File: config.mk
export PLATFORM = sky130hd
export DESIGN_NAME = charger_detect_battery_gauge_flat
export DESIGN_NICKNAME = d
export VERILOG_FILES = /design/src/cdbg_pkg.sv /design/src/cdbg_if.sv /design/src/charger_detect_battery_gauge.sv /design/src/cdbg_cfg_regs.sv /design/src/cdbg_level.sv /design/src/cdbg_step.sv /design/src/flat_wrapper.sv
export SDC_FILE = /design/constraint.sdc
export NUM_CORES = 1
export LEC_CHECK = 0
export BUFFER_PORTS_ARGS = -buffer_cell sky130_fd_sc_hd__clkbuf_2
export CORE_ASPECT_RATIO = 0.9
export CORE_MARGIN = 2
export CORE_UTILIZATION = 48
export CTS_BUF_LIST = sky130_fd_sc_hd__clkbuf_4
export DETAILED_ROUTE_END_ITERATION = 7
export PLACE_DENSITY_LB_ADDON = 0.2
export SLEW_MARGIN = 5
export SYNTH_ARGS = -nofsm -noshare
export SYNTH_HDL_FRONTEND = slang
export SYNTH_SLANG_ARGS = --single-unit
File: constraint.sdc
create_clock -name clk -period 28.8 [get_ports clk]
set_clock_uncertainty 0.1 [all_clocks]
set_input_delay 2.88 -clock clk [delete_from_list [all_inputs] [get_ports clk]]
set_output_delay 2.88 -clock clk [all_outputs]
set_load 0.02 [all_outputs]
File: src/cdbg_pkg.sv
// ============================================================================
// cdbg_pkg: shared types and constants
// Field widths, register indexes, event codes and the voltage threshold table
// of the charger detect and battery gauge block.
// ============================================================================
package cdbg_pkg;

    localparam int MV_W            = 12;
    localparam int CNT_W           = 8;
    localparam int PCT_W           = 7;
    localparam int CFG_W           = 8;
    localparam int CFG_IDX_W       = 2;
    localparam int TABLE_SIZE      = 32;
    localparam int LEVEL_COUNT_DEF = 20;

    localparam logic [CNT_W-1:0] CNT_MAX  = 8'd255;
    localparam logic [PCT_W-1:0] PCT_MAX  = 7'd100;
    localparam logic [7:0]       PCT_STEP = 8'd5;

    // Register reset values
    localparam logic [CFG_W-1:0] UNPLUG_RST = 8'd5;
    localparam logic [CFG_W-1:0] SEEN_RST   = 8'd5;
    localparam logic [CFG_W-1:0] COMMIT_RST = 8'd10;

    typedef enum logic [CFG_IDX_W-1:0] {
        CFG_UNPLUG = 2'd0,
        CFG_SEEN   = 2'd1,
        CFG_COMMIT = 2'd2
    } cfg_idx_t;

    typedef enum logic {
        CMD_DETECT = 1'b0,
        CMD_GAUGE  = 1'b1
    } cmd_t;

    typedef enum logic [1:0] {
        EV_NONE      = 2'd0,
        EV_UNPLUGGED = 2'd1,
        EV_PLUG_SEEN = 2'd2,
        EV_PLUGGED   = 2'd3
    } event_t;

    // Ascending thresholds in mV; entries past the defined ones are unreachable
    localparam logic [15:0] LEVEL_MV [TABLE_SIZE] = '{
        16'd2610, 16'd2746, 16'd2784, 16'd2824, 16'd2834, 16'd2854, 16'd2871, 16'd2885,
        16'd2901, 16'd2917, 16'd2935, 16'd2957, 16'd2985, 16'd3019, 16'd3057, 16'd3097,
        16'd3142, 16'd3186, 16'd3234, 16'd3288, 16'd3332, 16'hFFFF, 16'hFFFF, 16'hFFFF,
        16'hFFFF, 16'hFFFF, 16'hFFFF, 16'hFFFF, 16'hFFFF, 16'hFFFF, 16'hFFFF, 16'hFFFF
    };

    typedef struct packed {
        logic [CFG_W-1:0] unplug_ticks;
        logic [CFG_W-1:0] plug_seen_ticks;
        logic [CFG_W-1:0] plug_commit_ticks;
    } cdbg_cfg_t;

    typedef struct packed {
        logic             mode;
        logic [CNT_W-1:0] count;
        logic [PCT_W-1:0] shown;
    } cdbg_state_t;

    typedef struct packed {
        logic             charger_on;
        event_t           event_res;
        logic [PCT_W-1:0] battery_percent;
    } cdbg_res_t;

endpackage

File: src/cdbg_if.sv
// ============================================================================
// cdbg_if: request and result channels
// Valid/ready channels carrying one request item and one result item.
// ============================================================================
interface cdbg_req_if import cdbg_pkg::*; ();
    logic            valid;
    logic            ready;
    logic            command;
    logic            charger_pin;
    logic [MV_W-1:0] battery_mv;

    modport source (output valid, command, charger_pin, battery_mv, input ready);
    modport sink   (input valid, command, charger_pin, battery_mv, output ready);
endinterface

interface cdbg_rsp_if import cdbg_pkg::*; ();
    logic             valid;
    logic             ready;
    logic             charger_on;
    logic [1:0]       event_res;
    logic [PCT_W-1:0] battery_percent;

    modport source (output valid, charger_on, event_res, battery_percent, input ready);
    modport sink   (input valid, charger_on, event_res, battery_percent, output ready);
endinterface

File: src/charger_detect_battery_gauge.sv
// ============================================================================
// charger_detect_battery_gauge: charger detect and battery fuel gauge
// Debounced charger presence detection and smoothed battery percent display.
// ============================================================================
// Usage:
//   req carries one request per handshake: a detect tick (command 0) samples
//   charger_pin, a gauge update (command 1) maps battery_mv to a percent.
//   rsp returns exactly one result per request, in order: charger mode,
//   detect event and shown percent after that request.
//   cfg_we/cfg_index/cfg_data write the three tick thresholds; write only
//   while no request is in flight.
// Timing:
//   A request is captured in an input register; its result is computed from it
//   and captured in the output register once that register is free.
//   One request per cycle sustained while rsp is ready; the threshold compare
//   and state update are combinational between the two registers.
// Reset:
//   Charger mode is set to charging, the debounce count and shown percent
//   clear, registers load 5/5/10, both channels come up empty.
// Stalls:
//   While rsp is held off, the input register still takes one more request;
//   req.ready drops once both registers are full.
// ============================================================================
module charger_detect_battery_gauge import cdbg_pkg::*;
#(
    parameter int LEVEL_COUNT = LEVEL_COUNT_DEF
)
(
    input  logic                 clk,
    input  logic                 rst_n,
    cdbg_req_if.sink             req,
    cdbg_rsp_if.source           rsp,
    input  logic                 cfg_we,
    input  logic [CFG_IDX_W-1:0] cfg_index,
    input  logic [CFG_W-1:0]     cfg_data
);

    cdbg_cfg_t        cfg;
    cdbg_state_t      state_reg;
    cdbg_state_t      state_next;
    cdbg_res_t        res;
    logic [PCT_W-1:0] level_pct;

    logic             in_vld_reg;
    logic             in_vld_next;
    logic             in_cmd_reg;
    logic             in_pin_reg;
    logic [MV_W-1:0]  in_mv_reg;

    logic             out_vld_reg;
    logic             out_vld_next;
    cdbg_res_t        out_res_reg;

    logic             req_fire;
    logic             out_free;
    logic             move;

    cdbg_cfg_regs u_cfg (
        .clk       (clk),
        .rst_n     (rst_n),
        .cfg_we    (cfg_we),
        .cfg_index (cfg_index),
        .cfg_data  (cfg_data),
        .cfg       (cfg)
    );

    cdbg_level #(
        .LEVEL_COUNT (LEVEL_COUNT)
    ) u_level (
        .mv        (in_mv_reg),
        .level_pct (level_pct)
    );

    cdbg_step u_step (
        .cfg         (cfg),
        .state       (state_reg),
        .command     (in_cmd_reg),
        .charger_pin (in_pin_reg),
        .level_pct   (level_pct),
        .state_next  (state_next),
        .res         (res)
    );

    assign out_free  = !out_vld_reg || rsp.ready;
    assign move      = in_vld_reg && out_free;
    assign req.ready = !in_vld_reg || out_free;
    assign req_fire  = req.valid && req.ready;

    assign in_vld_next  = req_fire ? 1'b1 : (move ? 1'b0 : in_vld_reg);
    assign out_vld_next = move ? 1'b1 : (rsp.ready ? 1'b0 : out_vld_reg);

    always_ff @(posedge clk or negedge rst_n)
    begin
        if (!rst_n)
        begin
            in_vld_reg      <= 1'b0;
            out_vld_reg     <= 1'b0;
            state_reg.mode  <= 1'b1;
            state_reg.count <= '0;
            state_reg.shown <= '0;
        end
        else
        begin
            in_vld_reg  <= in_vld_next;
            out_vld_reg <= out_vld_next;
            if (move)
                state_reg <= state_next;
        end
    end

    always_ff @(posedge clk)
    begin
        if (req_fire)
        begin
            in_cmd_reg <= req.command;
            in_pin_reg <= req.charger_pin;
            in_mv_reg  <= req.battery_mv;
        end
        if (move)
            out_res_reg <= res;
    end

    assign rsp.valid           = out_vld_reg;
    assign rsp.charger_on      = out_res_reg.charger_on;
    assign rsp.event_res       = out_res_reg.event_res;
    assign rsp.battery_percent = out_res_reg.battery_percent;

endmodule

File: src/cdbg_cfg_regs.sv
// ============================================================================
// cdbg_cfg_regs: configuration registers
// Holds the three debounce tick thresholds, written through a plain port.
// ============================================================================
module cdbg_cfg_regs import cdbg_pkg::*;
(
    input  logic                 clk,
    input  logic                 rst_n,
    input  logic                 cfg_we,
    input  logic [CFG_IDX_W-1:0] cfg_index,
    input  logic [CFG_W-1:0]     cfg_data,
    output cdbg_cfg_t            cfg
);

    cdbg_cfg_t cfg_reg;
    cdbg_cfg_t cfg_next;

    always_comb
    begin
        cfg_next = cfg_reg;
        if (cfg_we)
        begin
            case (cfg_index)
                CFG_UNPLUG: cfg_next.unplug_ticks      = cfg_data;
                CFG_SEEN:   cfg_next.plug_seen_ticks   = cfg_data;
                CFG_COMMIT: cfg_next.plug_commit_ticks = cfg_data;
                default:    cfg_next = cfg_reg;
            endcase
        end
    end

    always_ff @(posedge clk or negedge rst_n)
    begin
        if (!rst_n)
        begin
            cfg_reg.unplug_ticks      <= UNPLUG_RST;
            cfg_reg.plug_seen_ticks   <= SEEN_RST;
            cfg_reg.plug_commit_ticks <= COMMIT_RST;
        end
        else
        begin
            cfg_reg <= cfg_next;
        end
    end

    assign cfg = cfg_reg;

endmodule

File: src/cdbg_level.sv
// ============================================================================
// cdbg_level: voltage to percent map
// Counts the thresholds a voltage reaches and scales to percent in steps of 5.
// ============================================================================
module cdbg_level import cdbg_pkg::*;
#(
    parameter int LEVEL_COUNT = LEVEL_COUNT_DEF
)
(
    input  logic [MV_W-1:0]  mv,
    output logic [PCT_W-1:0] level_pct
);

    localparam int LVL_W = $clog2(LEVEL_COUNT + 1);

    logic [LVL_W-1:0] level;
    logic [7:0]       pct_raw;

    // Thresholds ascend, so the count of reached ones equals the first miss
    always_comb
    begin
        level = '0;
        for (int i = 0; i < LEVEL_COUNT; i++)
        begin
            if ({4'b0, mv} >= LEVEL_MV[i])
                level = level + 1'b1;
        end
    end

    assign pct_raw   = 8'(level) * PCT_STEP;
    assign level_pct = (pct_raw > {1'b0, PCT_MAX}) ? PCT_MAX : pct_raw[PCT_W-1:0];

endmodule

File: src/cdbg_step.sv
// ============================================================================
// cdbg_step: per-item state update
// Debounces the charger pin on detect ticks and smooths the shown percent on
// gauge updates; gives the next state and the result of one item.
// ============================================================================
module cdbg_step import cdbg_pkg::*;
(
    input  cdbg_cfg_t        cfg,
    input  cdbg_state_t      state,
    input  logic             command,
    input  logic             charger_pin,
    input  logic [PCT_W-1:0] level_pct,
    output cdbg_state_t      state_next,
    output cdbg_res_t        res
);

    logic [CNT_W-1:0] count_inc;
    event_t           ev;

    assign count_inc = (state.count == CNT_MAX) ? CNT_MAX : state.count + 1'b1;

    always_comb
    begin
        state_next = state;
        ev         = EV_NONE;
        case (cmd_t'(command))
            CMD_DETECT:
            begin
                state_next.count = count_inc;
                if (state.mode)
                begin
                    if (!charger_pin)
                    begin
                        if (count_inc == cfg.unplug_ticks)
                        begin
                            state_next.mode = 1'b0;
                            ev              = EV_UNPLUGGED;
                        end
                    end
                    else
                    begin
                        state_next.count = '0;
                    end
                end
                else
                begin
                    if (charger_pin)
                    begin
                        // seen wins over commit when both match
                        if (count_inc == cfg.plug_seen_ticks)
                        begin
                            ev = EV_PLUG_SEEN;
                        end
                        else if (count_inc == cfg.plug_commit_ticks)
                        begin
                            state_next.mode = 1'b1;
                            ev              = EV_PLUGGED;
                        end
                    end
                    else
                    begin
                        state_next.count = '0;
                    end
                end
            end
            CMD_GAUGE:
            begin
                if (state.shown == '0)
                    state_next.shown = level_pct;
                else if (state.shown < level_pct)
                begin
                    if (state.mode)
                        state_next.shown = state.shown + 1'b1;
                end
                else if (state.shown > level_pct)
                begin
                    if (!state.mode)
                        state_next.shown = state.shown - 1'b1;
                end
            end
            default:
            begin
                state_next = state;
            end
        endcase
    end

    assign res.charger_on      = state_next.mode;
    assign res.event_res       = ev;
    assign res.battery_percent = state_next.shown;

endmodule

File: src/flat_wrapper.sv
// flat-port wrapper written by rule: the top's interface ports become plain ports
module charger_detect_battery_gauge_flat import cdbg_pkg::*;
#(
    parameter int LEVEL_COUNT = LEVEL_COUNT_DEF
)
  (clk, rst_n, cfg_we, cfg_index, cfg_data, req_valid, req_command, req_charger_pin, req_battery_mv, req_ready, rsp_valid, rsp_charger_on, rsp_event_res, rsp_battery_percent, rsp_ready);
  cdbg_req_if req_i ();
  cdbg_rsp_if rsp_i ();
  input  logic clk;
  input  logic rst_n;
  input  logic cfg_we;
  input  logic [CFG_IDX_W-1:0] cfg_index;
  input  logic [CFG_W-1:0] cfg_data;
  input wire logic [$bits(req_i.valid)-1:0] req_valid;
  input wire logic [$bits(req_i.command)-1:0] req_command;
  input wire logic [$bits(req_i.charger_pin)-1:0] req_charger_pin;
  input wire logic [$bits(req_i.battery_mv)-1:0] req_battery_mv;
  output wire logic [$bits(req_i.ready)-1:0] req_ready;
  output wire logic [$bits(rsp_i.valid)-1:0] rsp_valid;
  output wire logic [$bits(rsp_i.charger_on)-1:0] rsp_charger_on;
  output wire logic [$bits(rsp_i.event_res)-1:0] rsp_event_res;
  output wire logic [$bits(rsp_i.battery_percent)-1:0] rsp_battery_percent;
  input wire logic [$bits(rsp_i.ready)-1:0] rsp_ready;
  assign req_i.valid = req_valid;
  assign req_i.command = req_command;
  assign req_i.charger_pin = req_charger_pin;
  assign req_i.battery_mv = req_battery_mv;
  assign req_ready = req_i.ready;
  assign rsp_valid = rsp_i.valid;
  assign rsp_charger_on = rsp_i.charger_on;
  assign rsp_event_res = rsp_i.event_res;
  assign rsp_battery_percent = rsp_i.battery_percent;
  assign rsp_i.ready = rsp_ready;
  charger_detect_battery_gauge #(.LEVEL_COUNT(LEVEL_COUNT)) u_core (.clk(clk), .rst_n(rst_n), .req(req_i), .rsp(rsp_i), .cfg_we(cfg_we), .cfg_index(cfg_index), .cfg_data(cfg_data));
endmodule
==> impl_metrics.json <==
{
  "crit_type": "reg2reg",
  "avgViaCountPerCell": 6.09,
  "p_per_area_nw_per_um2": 123,
  "whs_ps": 432,
  "cts_tree": "done",
  "ys_seq_area_frac": 0.266,
  "drv_slew": 0,
  "ir_worst_vdd_v": 0.000113,
  "grt_remaining_overflow": 0,
  "p_switching_mw": 0.459,
  "path_clk_slew_ps": 120,
  "cts_htree_levels": 3,
  "vias": 5973,
  "boundaryPins": 41,
  "grt_pass1_vias": 5814,
  "timing.fmax_mhz": 61.5,
  "fp-row-count": 40,
  "grt_usage": 0.223,
  "ctsHoldBuffers": 0,
  "comb_power_share": 0.768,
  "ys_warn_count": 0,
  "syn_avg_cell_area_um2": 8.56,
  "first_iter_violations": 426,
  "ys_seq_elements": 66,
  "cts-buffers-inserted": 9,
  "avgRoutedWirePerCell_um": 16.2,
  "dp_hpwl_mm": 12.2,
  "cp-end-kind": "flop",
  "drv_cap": 0,
  "synth_fp_nets": 848,
  "clockBufferDepth": 2,
  "hold_path.class": "reg2reg",
  "place_area_um2": 7000,
  "initial_core_util": 0.497,
  "synth_edf_count": 24,
  "grt_max_degree": 43,
  "clkPwrFrac": 0.064,
  "syn_area_um2": 6690,
  "layout.nets": 874,
  "slowest_stage": "edfxtp_1",
  "die_y_um": 116,
  "hold_violations": 0,
  "cts_sinks": 66,
  "synth_cells": 781,
  "io_buffers": 40,
  "ys_types": 83,
  "insertedDiodeCount": 0,
  "cp.arrival_ps": 16400,
  "cts_resized": 0,
  "async_reset_ff_frac": 0.636,
  "core_region_area_um2": 13500,
  "path_buf_inv": 3,
  "crit_path_frequent_cell": "ha_1",
  "post-route-drc-count": 0,
  "finalCritPeriodShare": 0.564,
  "totalWireLength_mm": 15.9,
  "worst_setup_path_start_kind": "flop",
  "setup_ws_ps": 12550,
  "insertion_delay_ps": 440,
  "fillers": 1215,
  "tns_ps": 0,
  "final_design_area_no_fill_um2": 7120,
  "cts-root-buf": "clkbuf_4",
  "dieArea_um2": 14900,
  "p_total_mw": 0.879,
  "synthFlopType": "dfrtp_1",
  "syn2layout_area_growth_pct": 6.49,
  "largest_reg_flops": 24,
  "die_w_um": 128,
  "rsz0062_at_grt": "no",
  "detail-route-antenna-nets": 0,
  "critPathTopFamily": "compound AO/OA/AOI/OAI gates",
  "place_ws_ps": 12910,
  "power.share.switching": 0.522,
  "fin_crit_ps": 16250,
  "path_max_fanout": 11,
  "relSlewSlack": 0.166,
  "cp.required_ps": 28950,
  "total_leakage_power_nw": 2.92,
  "drive_above_1_share": 0.153,
  "setup_viol": 0,
  "place.gp.congestion": 0.983,
  "worst_pin_slew_ps": 1240,
  "max_stage_delay_ps": 580,
  "grt_pass1_wl_mm": 27.5,
  "antenna_found_initial": 0,
  "p_int_mw": 0.420,
  "dr.pass1.iters": 7,
  "pwr-share-seq": 0.168,
  "post_cts_buffers": 0,
  "status": "completed"
}
metal layers:
metal  GRT usage  share of wire  up-vias
met5           0              0        -
met4      0.0410          0.012        0
met3      0.0249          0.040       35
met2       0.392           0.48      154
met1       0.300           0.47     2859
li1            -              -     2925
final cells by class:
type                       instances  area [µm²]  area share
timing repair buffer              41         208      0.0292
tap                              168         210      0.0295
multi-input combinational        655        4670       0.655
clock inverter                     7        52.6     0.00738
sequential                        66        1780       0.250
clock buffer                       9        67.6     0.00949
inverter                          34         135      0.0190
cell usage after synthesis, types with 3 or more instances:
master | n | area, µm²
a22o_1 | 13 | 114
nor2b_1 | 4 | 25.0
a211oi_1 | 8 | 60.1
edfxtp_1 | 24 | 721
xor2_2 | 3 | 48.8
o21ai_0 | 38 | 190
nand4_1 | 6 | 37.5
o211ai_1 | 9 | 67.6
xnor2_2 | 5 | 81.3
nand2_1 | 80 | 300
buf_1 | 5 | 18.8
nand3_1 | 27 | 135
o21ai_1 | 5 | 25.0
a22oi_1 | 4 | 30.0
xor2_1 | 30 | 263
nand4b_1 | 4 | 35.0
ha_1 | 37 | 463
or3_1 | 7 | 43.8
o31ai_1 | 3 | 22.5
a21oi_1 | 41 | 205
mux2_2 | 30 | 338
nor2_1 | 55 | 206
mux2i_1 | 14 | 140
nor3b_1 | 3 | 22.5
buf_2 | 5 | 25.0
o21a_1 | 3 | 22.5
clkbuf_1 | 16 | 60.1
or2_2 | 8 | 50.1
a21boi_0 | 3 | 22.5
nor3_1 | 23 | 115
and2_1 | 14 | 87.6
or4_1 | 3 | 22.5
a31oi_1 | 12 | 75.1
a21o_1 | 8 | 60.1
o2111ai_1 | 6 | 52.6
nor4_1 | 5 | 31.3
and4_1 | 3 | 26.3
and3_1 | 15 | 93.8
dfrtp_1 | 35 | 876
nand3b_1 | 4 | 30.0
xnor2_1 | 53 | 464
dfstp_2 | 7 | 184
inv_1 | 32 | 120
nand2b_1 | 12 | 75.1
o22ai_1 | 11 | 68.8
worst paths after layout:
path | from | to | slack (ps) | cells past startpoint
max in group asynchronous | rst_n | u_core.u_cfg.cfg[17]$_DFFE_PN0P_ | 25420 | 1
min in group asynchronous | rst_n | u_core.state_reg[1]$_DFFE_PN0P_ | 2510 | 1
worst min-delay path | u_core.in_vld_reg$_DFFE_PN0P_ | u_core.rsp.valid$_DFFE_PN0P_ | 430 | 1
worst max-delay path | u_core.in_mv_reg[11]$_DFFE_PP_ | u_core.rsp.battery_percent[3]$_DFFE_PP_ | 12550 | 70
worst min register to register | u_core.in_vld_reg$_DFFE_PN0P_ | u_core.rsp.valid$_DFFE_PN0P_ | 430 | 1
worst max register to register | u_core.in_mv_reg[11]$_DFFE_PP_ | u_core.rsp.battery_percent[3]$_DFFE_PP_ | 12550 | 70
power by group through the flow:
stage / Clock [mW] / Sequential (mW) / Combinational [mW]
2_1_floorplan: 0 / 0.142 / 0.539
3_3_place_gp: 0 / 0.148 / 0.645
3_5_place_dp: 0 / 0.149 / 0.662
4_1_cts: 0.0577 / 0.147 / 0.669
5_1_grt: 0.0606 / 0.152 / 0.757
6_report: 0.0561 / 0.148 / 0.675
kinds of logic after synthesis:
kind of cell,count (synthesis),synth area share
adders and majority gates,38,0.0722
and+or+nand+nor,282,0.213
DFF,66,0.266
muxes,45,0.0737
xor gates and xnor gates,93,0.136
AOI/OAI and AO/OA,197,0.203
buffers and inverters,60,0.0357
layout by cell type, fill, tap and decap left out, drive strengths merged, types with 7 or more instances in the layout:
cell type / n
ha: 37
dfstp: 7
a22o: 13
mux2: 31
nand3: 27
xnor2: 59
or3: 7
mux2i: 14
a21oi: 41
nor2: 55
or2: 9
and2: 14
nand2: 81
o22ai: 11
a211oi: 8
o211ai: 9
nor3: 23
o21ai: 44
clkbuf: 49
edfxtp: 24
inv: 37
xor2: 33
nand2b: 12
a31oi: 12
dfrtp: 35
a21o: 8
and3: 15
metrics by stage:
step	std cells	utilization
6_report	980	0.529
2_1_floorplan	781	-
3_3_place_gp	964	0.520
3_5_place_dp	964	0.520
4_1_cts	980	0.529
5_1_grt	980	0.529
(Power assumes the default switching activity.)
